==> config.mk <==
export PLATFORM = sky130hd
export DESIGN_NAME = imhq_ctrl
export DESIGN_NICKNAME = d
export VERILOG_FILES = /design/src/hw/rtl/imhq_pkg.sv /design/src/hw/rtl/imhq_ctrl.sv
export SDC_FILE = /design/constraint.sdc
export NUM_CORES = 1
export LEC_CHECK = 0
export BUFFER_PORTS_ARGS = -buffer_cell sky130_fd_sc_hd__buf_2
export CAP_MARGIN = 20
export CORE_AREA = 2 2 39 41
export DETAILED_ROUTE_END_ITERATION = 8
export DIE_AREA = 0 0 41 43
export GPL_TIMING_DRIVEN = 0
export PLACE_DENSITY_LB_ADDON = 0.05
export SLEW_MARGIN = 20
export SYNTH_ARGS = -nofsm -noshare
export SYNTH_HDL_FRONTEND = slang
export SYNTH_SLANG_ARGS = --single-unit
export TNS_END_PERCENT = 20
==> constraint.sdc <==
create_clock -name clk -period 1.6 [get_ports clk]
set_input_delay 0.16 -clock clk [delete_from_list [all_inputs] [get_ports clk]]
set_output_delay 0.16 -clock clk [all_outputs]
set_load 0.01 [all_outputs]
==> src/hw/rtl/imhq_pkg.sv <==
// ============================================================================
// imhq_pkg
// Shared types and constants for the indexed min-heap queue.
// ============================================================================
package imhq_pkg;

  localparam int CAPACITY  = 64;
  localparam int KEY_WIDTH = 48;
  localparam int HANDLES   = 64;
  localparam int SLOT_W    = $clog2(CAPACITY);
  localparam int CNT_W     = $clog2(CAPACITY + 1);
  localparam int HANDLE_W  = $clog2(HANDLES);
  localparam int KEY_W     = KEY_WIDTH;
  localparam int ENT_W     = HANDLE_W + KEY_W;
  localparam int STATUS_W  = 3;

  typedef enum logic [1:0] {
    OP_INSERT  = 2'd0,
    OP_EXTRACT = 2'd1,
    OP_UPDATE  = 2'd2,
    OP_REMOVE  = 2'd3
  } opcode_t;

  typedef enum logic [2:0] {
    ST_OK      = 3'd0,
    ST_EMPTY   = 3'd1,
    ST_FULL    = 3'd2,
    ST_ABSENT  = 3'd3,
    ST_PRESENT = 3'd4
  } status_t;

  typedef enum logic [3:0] {
    S_IDLE,
    S_DECIDE,
    S_RD_A,
    S_RD_WAIT,
    S_CMP,
    S_SWAP,
    S_SWAP_B,
    S_ROOT,
    S_ROOT_WAIT,
    S_OUT
  } state_t;

  typedef struct packed {
    logic load;       // capture request, read position table, root and last slot
    logic apply;      // perform the opcode's initial write
    logic rd_pair;    // read parent and left child
    logic rd_right;   // read right child
    logic do_swap;    // write first half of a swap
    logic do_swap_b;  // write second half of a swap
    logic rd_root;    // read slot 0
    logic fill_out;   // capture result
  } cmd_t;

  typedef struct packed {
    logic    reject;    // request refused, no heap change
    logic    walk;      // a sift is needed
    logic    move;      // comparison says swap
  } stat_t;

endpackage

==> src/hw/rtl/imhq_ctrl.sv <==
// ============================================================================
// imhq_ctrl
// Sequencer for one request: decide, sift loop, root read, result.
// ============================================================================
module imhq_ctrl (
  input  logic           clk,
  input  logic           rst,
  input  logic           in_valid,
  output logic           in_ready,
  output logic           out_valid,
  input  logic           out_ready,
  input  imhq_pkg::stat_t stat,
  output imhq_pkg::cmd_t  cmd
);
  import imhq_pkg::*;

  state_t state, state_next;

  // Next state.
  always_comb begin
    state_next = state;
    case (state)
      S_IDLE:      if (in_valid) state_next = S_DECIDE;
      S_DECIDE:    state_next = stat.reject ? S_ROOT : S_RD_A;
      S_RD_A:      state_next = stat.walk ? S_RD_WAIT : S_ROOT;
      S_RD_WAIT:   state_next = S_CMP;
      S_CMP:       state_next = stat.move ? S_SWAP : S_ROOT;
      S_SWAP:      state_next = S_SWAP_B;
      S_SWAP_B:    state_next = S_RD_A;
      S_ROOT:      state_next = S_ROOT_WAIT;
      S_ROOT_WAIT: state_next = S_OUT;
      S_OUT:       if (!out_valid || out_ready) state_next = S_IDLE;
      default:     state_next = S_IDLE;
    endcase
  end

  // Commands.
  always_comb begin
    cmd = '0;
    case (state)
      S_IDLE:      cmd.load = in_valid;
      S_DECIDE:    cmd.apply = !stat.reject;
      S_RD_A:      cmd.rd_pair = stat.walk;
      S_RD_WAIT:   cmd.rd_right = 1'b1;
      S_SWAP:      cmd.do_swap = 1'b1;
      S_SWAP_B:    cmd.do_swap_b = 1'b1;
      S_ROOT:      cmd.rd_root = 1'b1;
      S_OUT:       cmd.fill_out = !out_valid || out_ready;
      default:     cmd = '0;
    endcase
  end

  assign in_ready = (state == S_IDLE);

  always_ff @(posedge clk) begin
    if (rst) begin
      state     <= S_IDLE;
      out_valid <= 1'b0;
    end else begin
      state <= state_next;
      if (cmd.fill_out)       out_valid <= 1'b1;
      else if (out_ready)     out_valid <= 1'b0;
    end
  end

  // Only one request is in flight.
  a_one_in_flight: assert property (@(posedge clk) disable iff (rst)
    in_ready |-> state == S_IDLE) else $error("ready outside idle");
  a_swap_pair: assert property (@(posedge clk) disable iff (rst)
    state == S_SWAP |=> state == S_SWAP_B) else $error("half swap");
  a_result_held: assert property (@(posedge clk) disable iff (rst)
    out_valid && !out_ready |=> out_valid) else $error("result dropped");
endmodule

==> results.json, run 1 <==
{
  "outcome": "completed",
  "synthCells": 43,
  "ys_ff_latch": 5,
  "ys_seq_area_frac": 0.2703,
  "via_count": 384,
  "hold_start": "rst",
  "rr_startpoint": "state[1]",
  "skew_ns": 0.002180,
  "io_buffer_count": 16,
  "worstSetupEndpointType": "output pin",
  "vdd_drop_max_mv": 0.5964,
  "grt_pass1_vias": 322,
  "rsz0062_at_grt": "false",
  "slew_violations": 0,
  "synthTopCellsByCount": "5 x dfxtp_1, 4 x a211oi_1, 3 x nor2_1",
  "drive_gt1_frac": 0.4603,
  "hold_class": "in2reg",
  "fillers": 154,
  "start_util": 0.2676,
  "clock.fmax_ghz": 0.6691,
  "start_kind": "register",
  "synth_edf_count": 0,
  "yosysUniqueCellTypes": 29,
  "gp_congestion": 0.6637,
  "ff2ff_path_depth": 4,
  "postCtsResizedCells": 0,
  "tightest_slew_ns": 0.2721,
  "p_sw_frac": 0.4024,
  "hpwl_um": 698.7,
  "intPower_w": 0.0004213,
  "cts-root-buf": "clkbuf_4",
  "drtPass1Iterations": 2,
  "die_area_sq_um": 1763,
  "clock_tree.buffer_depth": 2,
  "cap_violations": 0,
  "post-route-util": 0.3590,
  "critPathLaunch": "state[1]",
  "crit_required_ns": 1.44,
  "grt_overflow_total": 0,
  "setup_tns_ns": 0,
  "ctsHoldBuffers": 0,
  "syn-cell-area_sq_um": 370.4,
  "slew_headroom": 0.8183,
  "p_per_area_nw_per_um2": 1419,
  "wl_per_cell_um": 10.81,
  "avgSynthCellArea_sq_um": 8.613,
  "finalCriticalPeriod_ns": 1.494,
  "share_comb_of_total_power": 0.544,
  "r2r_end": "state[0]",
  "synth_area_leaders": "dfxtp_1 27%, a211oi_1 8.1%, nor4_4 5.7%",
  "power_leakage_nw": 0.2343,
  "async_flop_share": 0,
  "worstPathMaxFanout": 10,
  "grt_usage": 0.1246,
  "rrSetupSlack_ns": 0.45,
  "num_antenna_cells": 0,
  "pwr-share-clk": 0.210,
  "antenna_found_initial": 0,
  "synthFlopType": "dfxtp_1",
  "clk_pin_slew_ns": 0.05,
  "finalNetCount": 71,
  "cts_max_level": 1,
  "core_area_sq_um": 1384,
  "yosysMostFrequentCell": "dfxtp_1",
  "max_stage_delay_ns": 0.33,
  "drt-initial-drc-count": 2,
  "yosysWarnings": 0,
  "worstPathArrival_ns": 1.33,
  "grt_pass1_wl_um": 1442,
  "fp.dieW_um": 41,
  "grt_max_degree": 11,
  "synth_area_leader_cell": "dfxtp_1",
  "post_cts_buffers": 0,
  "drt_wl_total_um": 854,
  "syn-num-nets": 50,
  "clock-sinks": 5,
  "synth_top_area_share": 0.2703,
  "fin_crit_sh": 0.9340,
  "via_per_inst": 4.861,
  "num_rows": 14,
  "ant_nets": 0,
  "fp.dieH_um": 43,
  "numCtsBuffers": 3,
  "cp_slowest_cell": "dfxtp_1",
  "cts_tree": "done",
  "area_growth_pct": 34.12,
  "insertion_delay_ns": 0.24,
  "criticalPathCategory": "reg2out",
  "crit_chain": "buf_4 > nor4_4 > and2_1 > buf_2",
  "boundaryPins": 17,
  "seqPwrFrac": 0.246,
  "endpoint": "cmd[7]",
  "route.detailed.drc": 0,
  "hold_viol": 0,
  "setup_viol": 0,
  "netSwitchingPower_w": 0.0002837
}
-- layer usage --
layer	wire, um	track usage
met1	411	0.1774
met2	371	0.1500
met3	65	0.06283
met4	6	0.06000
met5	0	0
-- power by group through the flow --
stage | Combinational [W] | Clock [W] | Sequential (W)
after floorplan | 0.000295 | 0 | 0.000172
after global placement | 0.000394 | 0 | 0.000175
after detailed placement | 0.000387 | 0 | 0.000176
after CTS | 0.000389 | 0.000153 | 0.000173
after global routing | 0.000428 | 0.000158 | 0.000176
final | 0.000384 | 0.000148 | 0.000173
-- kinds of logic (layout without fill, tap and decap cells) --
group,Yosys count,after routing,share of synthesized area
AOI/OAI and AO/OA,10,10,0.2128
and+or+nand+nor,21,21,0.4055
buffers and inverters,7,27,0.1115
DFF,5,5,0.2703
-- sequential cells by signal, indices dropped and copies added (netlist names) --
signal,flops
out_valid,1
state,4
-- per-stage QoR --
stage	instance area [sq um]	worst slack (ns)	power, W	hold WS, ns	instances
floorplan	370.4	0.3819	0.0004664	0.2262	43
global placement	470.5	0.3608	0.0005689	0.3758	75
detailed placement	470.5	0.3574	0.0005630	0.3758	75
CTS	496.7	0.09046	0.0007150	0.1211	79
global route	496.7	0.01305	0.0007620	0.1356	79
finish	496.7	0.1055	0.0007050	0.1234	79
-- cells in the final DEF, fill, tap and decap left out --
cell      count
buf_2        16
dfxtp_1       5
a211oi_1      4
nor2_1        3
clkbuf_4      3
inv_2         2
buf_4         2
nor3_1        2
nand2_1       2
inv_1         2
and2b_2       1
buf_6         1
nor2b_1       1
nand3_1       1
nand2b_4      1
or2_4         1
nor4_4        1
and2_1        1
nor4b_1       1
nor4_1        1
o211ai_1      1
or2_0         1
nor3b_1       1
nor4bb_1      1
or2_1         1
o22ai_1       1
a21o_1        1
o21a_1        1
nand2b_1      1
a21oi_1       1
a221oi_2      1
clkbuf_1      1
-- how the worst min path moves through the flow --
| stage | to | slack, ns | cells past startpoint |
|---|---|---|---|
| 5_1_grt | state[3] | 0.14 | 2 |
| 3_3_place_gp | state[3] | 0.38 | 2 |
| 3_5_place_dp | state[3] | 0.38 | 2 |
| 4_1_cts | state[3] | 0.12 | 2 |
| 6_report | state[3] | 0.12 | 2 |
| 2_1_floorplan | state[3] | 0.23 | 1 |
-- worst max-delay path, delay by kind of cell (launching register included) --
family,cells,cell delay (ns)
buffers and inverters,2,0.30
and+or+nand+nor,2,0.46
DFF,1,0.33
-- layout make-up --
class,instances,area (sq um),area share
inverters,4,15.01,0.03023
flip-flops and latches,5,100.1,0.2015
repair buffers,16,80.08,0.1612
clock buffers,4,26.28,0.05290
multi-input cells,31,229.0,0.4610
plain buffers,3,26.28,0.05290
well taps,16,20.02,0.04030
Power figures use the tool's default switching activity.
==> run 2, diff against run 1 <==
--- a/config.mk
+++ b/config.mk
@@ -12,6 +12,7 @@
 export DIE_AREA = 0 0 41 43
 export GPL_TIMING_DRIVEN = 0
 export PLACE_DENSITY_LB_ADDON = 0.05
+export REMOVE_ABC_BUFFERS = 1
 export SLEW_MARGIN = 20
 export SYNTH_ARGS = -nofsm -noshare
 export SYNTH_HDL_FRONTEND = slang
==> results.json, run 2 (synthesis results as in run 1) <==
{
  "outcome": "completed",
  "stdcell_count": 76,
  "num_antenna_cells": 0,
  "largest_reg_flops": 4,
  "slew_violations": 0,
  "grt_overflow_total": 0,
  "fin_crit_sh": 0.9222,
  "via_per_inst": 4.605,
  "setup_tns_ns": 0,
  "ctsHoldBuffers": 0,
  "p_per_area_nw_per_um2": 1392,
  "multi_input_area_sq_um": 229.0,
  "layout.cells.most_common_list": "16 x buf_2, 4 x a211oi_1, 3 x nor2_1, 3 x clkbuf_4, 3 x dfxtp_1",
  "fp.dieW_um": 41,
  "power_leakage_nw": 0.2185,
  "via_count": 350,
  "rsz0062_at_grt": "false",
  "area_growth_pct": 27.70,
  "ff_latch_area_sq_um": 102.6,
  "grt_max_degree": 13,
  "rr_startpoint": "state[2]",
  "final_area_sq_um": 473.0,
  "clock.fmax_ghz": 0.6777,
  "antenna_found_initial": 0,
  "worstSetupEndpointType": "output pin",
  "wl_per_cell_um": 11.49,
  "grt_pass1_vias": 352,
  "vdd_drop_max_mv": 0.4417,
  "clock-sinks": 5,
  "dp.cells": 72,
  "slew_headroom": 0.7567,
  "postPlaceCellArea_sq_um": 444.2,
  "clk_pin_slew_ns": 0.05,
  "drt_wl_total_um": 873,
  "drt-initial-drc-count": 1,
  "r2r_end": "state[3]",
  "skew_ns": 0.005652,
  "finalCriticalPeriod_ns": 1.476,
  "gp_congestion": 0.6765,
  "cts_tree": "done",
  "clock_tree.buffer_depth": 2,
  "critPathLaunch": "state[2]",
  "reg_top3": "state: 4 flops, out_valid: 1 flops",
  "hold_class": "in2reg",
  "hpwl_um": 673.7,
  "drtPass1Iterations": 2,
  "worstPathArrival_ns": 1.32,
  "hold_viol": 0,
  "worst_slack_ns": 0.1245,
  "grt_pass1_wl_um": 1490,
  "fp.dieH_um": 43,
  "route.detailed.drc": 0,
  "die_area_sq_um": 1763,
  "drive_gt1_frac": 0.4667,
  "grt_usage": 0.1255,
  "ant_nets": 0,
  "cts-root-buf": "clkbuf_4",
  "start_util": 0.2676,
  "boundaryPins": 17,
  "num_rows": 14,
  "insertion_delay_ns": 0.24,
  "setup_viol": 0,
  "finalNetCount": 68,
  "criticalPathCategory": "reg2out",
  "core_area_sq_um": 1384,
  "ff2ff_path_depth": 3,
  "numCtsBuffers": 3,
  "fillers": 158,
  "top_register": "state",
  "tightest_slew_ns": 0.3644,
  "worstPathMaxFanout": 9,
  "final_common_cell": "buf_2",
  "cap_violations": 0,
  "preCtsSetupSlack_ns": 0.2683,
  "io_buffer_count": 16,
  "endpoint": "cmd[1]",
  "rrSetupSlack_ns": 0.38,
  "cts_max_level": 1,
  "start_kind": "register",
  "crit_required_ns": 1.44
}
[run 2: report_power, final]
| group | leakage [nW] | internal [W] | total, W | switching [W] |
|---|---|---|---|---|
| Combinational | 0.162 | 0.000135 | 0.000263 | 0.000128 |
| Clock | 0.0150 | 0.0000942 | 0.000144 | 0.0000501 |
| Sequential | 0.0416 | 0.000157 | 0.000251 | 0.0000938 |
[run 2: how the worst min path moves through the flow]
stage	start	endpoint	slack (ns)	cells after the start
after floorplan	rst	state[3]	0.23	1
after detailed placement	rst	state[3]	0.39	2
after CTS	rst	state[3]	0.14	2
after global placement	rst	state[3]	0.39	2
final	rst	state[3]	0.14	2
after global routing	rst	state[3]	0.14	2
[run 2: metal layers]
| metal | vias up | track usage | share of wire |
|---|---|---|---|
| met5 | - | 0 | 0 |
| li1 | 186 | - | - |
| met3 | 2 | 0.03141 | 0.072 |
| met1 | 150 | 0.1640 | 0.47 |
| met4 | 0 | 0.08000 | 0.0057 |
| met2 | 12 | 0.1750 | 0.45 |
[run 2: worst max-delay path, stage by stage, from the launching register on]
cell and delay, ns:
dfxtp_1 0.53, nand2_1 0.13, or2_4 0.26, inv_1 0.05, buf_2 0.11
[run 2: area by class of cell]
class,count,share of cell area
clock buffer,4,0.05556
sequential,5,0.2169
inverter,4,0.03175
tap,16,0.04233
timing repair buffer,16,0.1693
multi-input combinational,31,0.4841
[run 2: per-stage QoR]
stage	hold slack, ns	power [W]	utilization
global placement	0.3853	0.0005252	0.3210
detailed placement	0.3867	0.0005157	0.3210
CTS	0.1352	0.0006674	0.3409
floorplan	0.2262	0.0004215	-
global route	0.1371	0.0007234	0.3418
finish	0.1390	0.0006584	0.3418
[run 2: timing repair]
item | 4_1_cts | 5_1_grt
endpoints found under the setup margin | 1 | 1
pin swaps | 0 | 0
hold endpoints to repair | 0 | 0
cloned | 0 | 0
gates resized for setup | 1 | 1
setup buffers | 0 | 0
==> run 3, diff against run 2 <==
--- a/config.mk
+++ b/config.mk
@@ -7,13 +7,13 @@
 export LEC_CHECK = 0
 export BUFFER_PORTS_ARGS = -buffer_cell sky130_fd_sc_hd__buf_2
 export CAP_MARGIN = 20
-export CORE_AREA = 2 2 39 41
+export CORE_MARGIN = 2
+export CORE_UTILIZATION = 25
+export CTS_CLUSTER_DIAMETER = 200
 export DETAILED_ROUTE_END_ITERATION = 8
-export DIE_AREA = 0 0 41 43
 export GPL_TIMING_DRIVEN = 0
 export PLACE_DENSITY_LB_ADDON = 0.05
 export REMOVE_ABC_BUFFERS = 1
-export SLEW_MARGIN = 20
 export SYNTH_ARGS = -nofsm -noshare
 export SYNTH_HDL_FRONTEND = slang
 export SYNTH_SLANG_ARGS = --single-unit
==> results.json, run 3 (synthesis results as in run 1) <==
{
  "outcome": "completed",
  "antenna_found_initial": 0,
  "cts_max_level": 1,
  "ant_nets": 0,
  "setup_viol": 0,
  "crit_required_ns": 1.44,
  "fp.dieH_um": 42.49,
  "worstPathArrival_ns": 1.29,
  "io_buffer_count": 16,
  "grt_usage": 0.09709,
  "wl_per_cell_um": 10.63,
  "hold_class": "in2reg",
  "area_growth_pct": 27.36,
  "core_area_sq_um": 1350,
  "multi_input_area_sq_um": 229.0,
  "vdd_drop_max_mv": 0.6639,
  "post-route-util": 0.3494,
  "fin_crit_sh": 0.9064,
  "grt_overflow_total": 0,
  "reg_top3": "state: 4 flops, out_valid: 1 flops",
  "post_cts_buffers": 0,
  "start_util": 0.2743,
  "drive_gt1_frac": 0.4667,
  "finalCriticalPeriod_ns": 1.450,
  "cap_violations": 0,
  "tightest_slew_ns": 0.3586,
  "worstPathMaxFanout": 9,
  "hpwl_um": 624.8,
  "power_leakage_nw": 0.2185,
  "skew_ns": 0.006114,
  "clock_tree.buffer_depth": 2,
  "stdcell_count": 75,
  "boundaryPins": 17,
  "holdWs_ns": 0.1287,
  "start_kind": "register",
  "cts-root-buf": "clkbuf_4",
  "insertion_delay_ns": 0.24,
  "via_per_inst": 4.800,
  "gp_congestion": 0.6913,
  "drtPass1Iterations": 4,
  "slew_headroom": 0.7606,
  "numCtsBuffers": 3,
  "die_area_sq_um": 1805,
  "setup_tns_ns": 0,
  "cts_tree": "done",
  "final_common_cell": "buf_2",
  "route.detailed.drc": 0,
  "num_antenna_cells": 0,
  "top_register": "state",
  "dp.cells": 71,
  "clk_pin_slew_ns": 0.05,
  "grt_pass1_wl_um": 1317,
  "finalNetCount": 68,
  "drt-initial-drc-count": 8,
  "num_rows": 13,
  "via_count": 360,
  "layout.cells.most_common_list": "16 x buf_2, 4 x a211oi_1, 3 x nor2_1, 3 x clkbuf_4, 3 x dfxtp_1",
  "p_per_area_nw_per_um2": 1394,
  "postCtsResizedCells": 0,
  "grt_max_degree": 13,
  "hold_viol": 0,
  "fp.dieW_um": 42.49,
  "clock.fmax_ghz": 0.6895,
  "drt_wl_total_um": 797,
  "slew_violations": 0,
  "rsz0062_at_grt": "false",
  "largest_reg_flops": 4,
  "grt_pass1_vias": 302,
  "clock-sinks": 5,
  "ff_latch_area_sq_um": 102.6,
  "fillers": 148,
  "worstSetupEndpointType": "output pin",
  "ctsHoldBuffers": 0,
  "criticalPathCategory": "reg2out"
}
==> run 3: cell counts in the layout (fill, tap and decap cells not counted) <==
Identical to the previous run, type by type.
==> run 3: worst max-delay path, stage by stage (launching register included) <==
cell     delay, ns
dfxtp_1       0.53
nand2_1       0.11
or2_4         0.25
inv_1         0.05
buf_2         0.12
==> run 3: power breakdown <==
| part | leakage, nW | switching, W | internal [W] |
|---|---|---|---|
| sequential | 0.0416 | 0.0000952 | 0.000157 |
| combinational | 0.162 | 0.000126 | 0.000135 |
| clock | 0.0150 | 0.0000495 | 0.0000942 |
==> run 3: layout make-up <==
cell class	instances	area share
clock buffers	4	0.05570
inverters	4	0.03183
multi-input cells	31	0.4854
flip-flops and latches	5	0.2175
well taps	15	0.03979
repair buffers	16	0.1698
==> run 3: routing by layer <==
metal  routed length (um)  track usage  share of wire
met5                    0            0              0
met4                    0      0.01875              0
met3                   64      0.06897          0.080
met2                  339       0.1138           0.43
met1                  393       0.1399           0.49
==> run 3: path summary, 6_finish.rpt <==
check / from / slack, ns / cells after the start / end
worst max-delay path: state[2] / 0.15 / 4 / cmd[1]
worst min-delay path: rst / 0.13 / 2 / state[3]
worst max register to register: state[2] / 0.42 / 3 / state[3]
worst min register to register: out_valid / 0.48 / 2 / out_valid
==> run 3: per-stage QoR <==
stage	setup WS, ns	cell area [sq um]	power (W)
floorplan	0.3386	344.1	0.0004215
global placement	0.2794	442.9	0.0005222
detailed placement	0.2984	442.9	0.0005123
CTS	0.03776	469.2	0.0006622
global route	0.05881	471.7	0.0007225
finish	0.1497	471.7	0.0006576
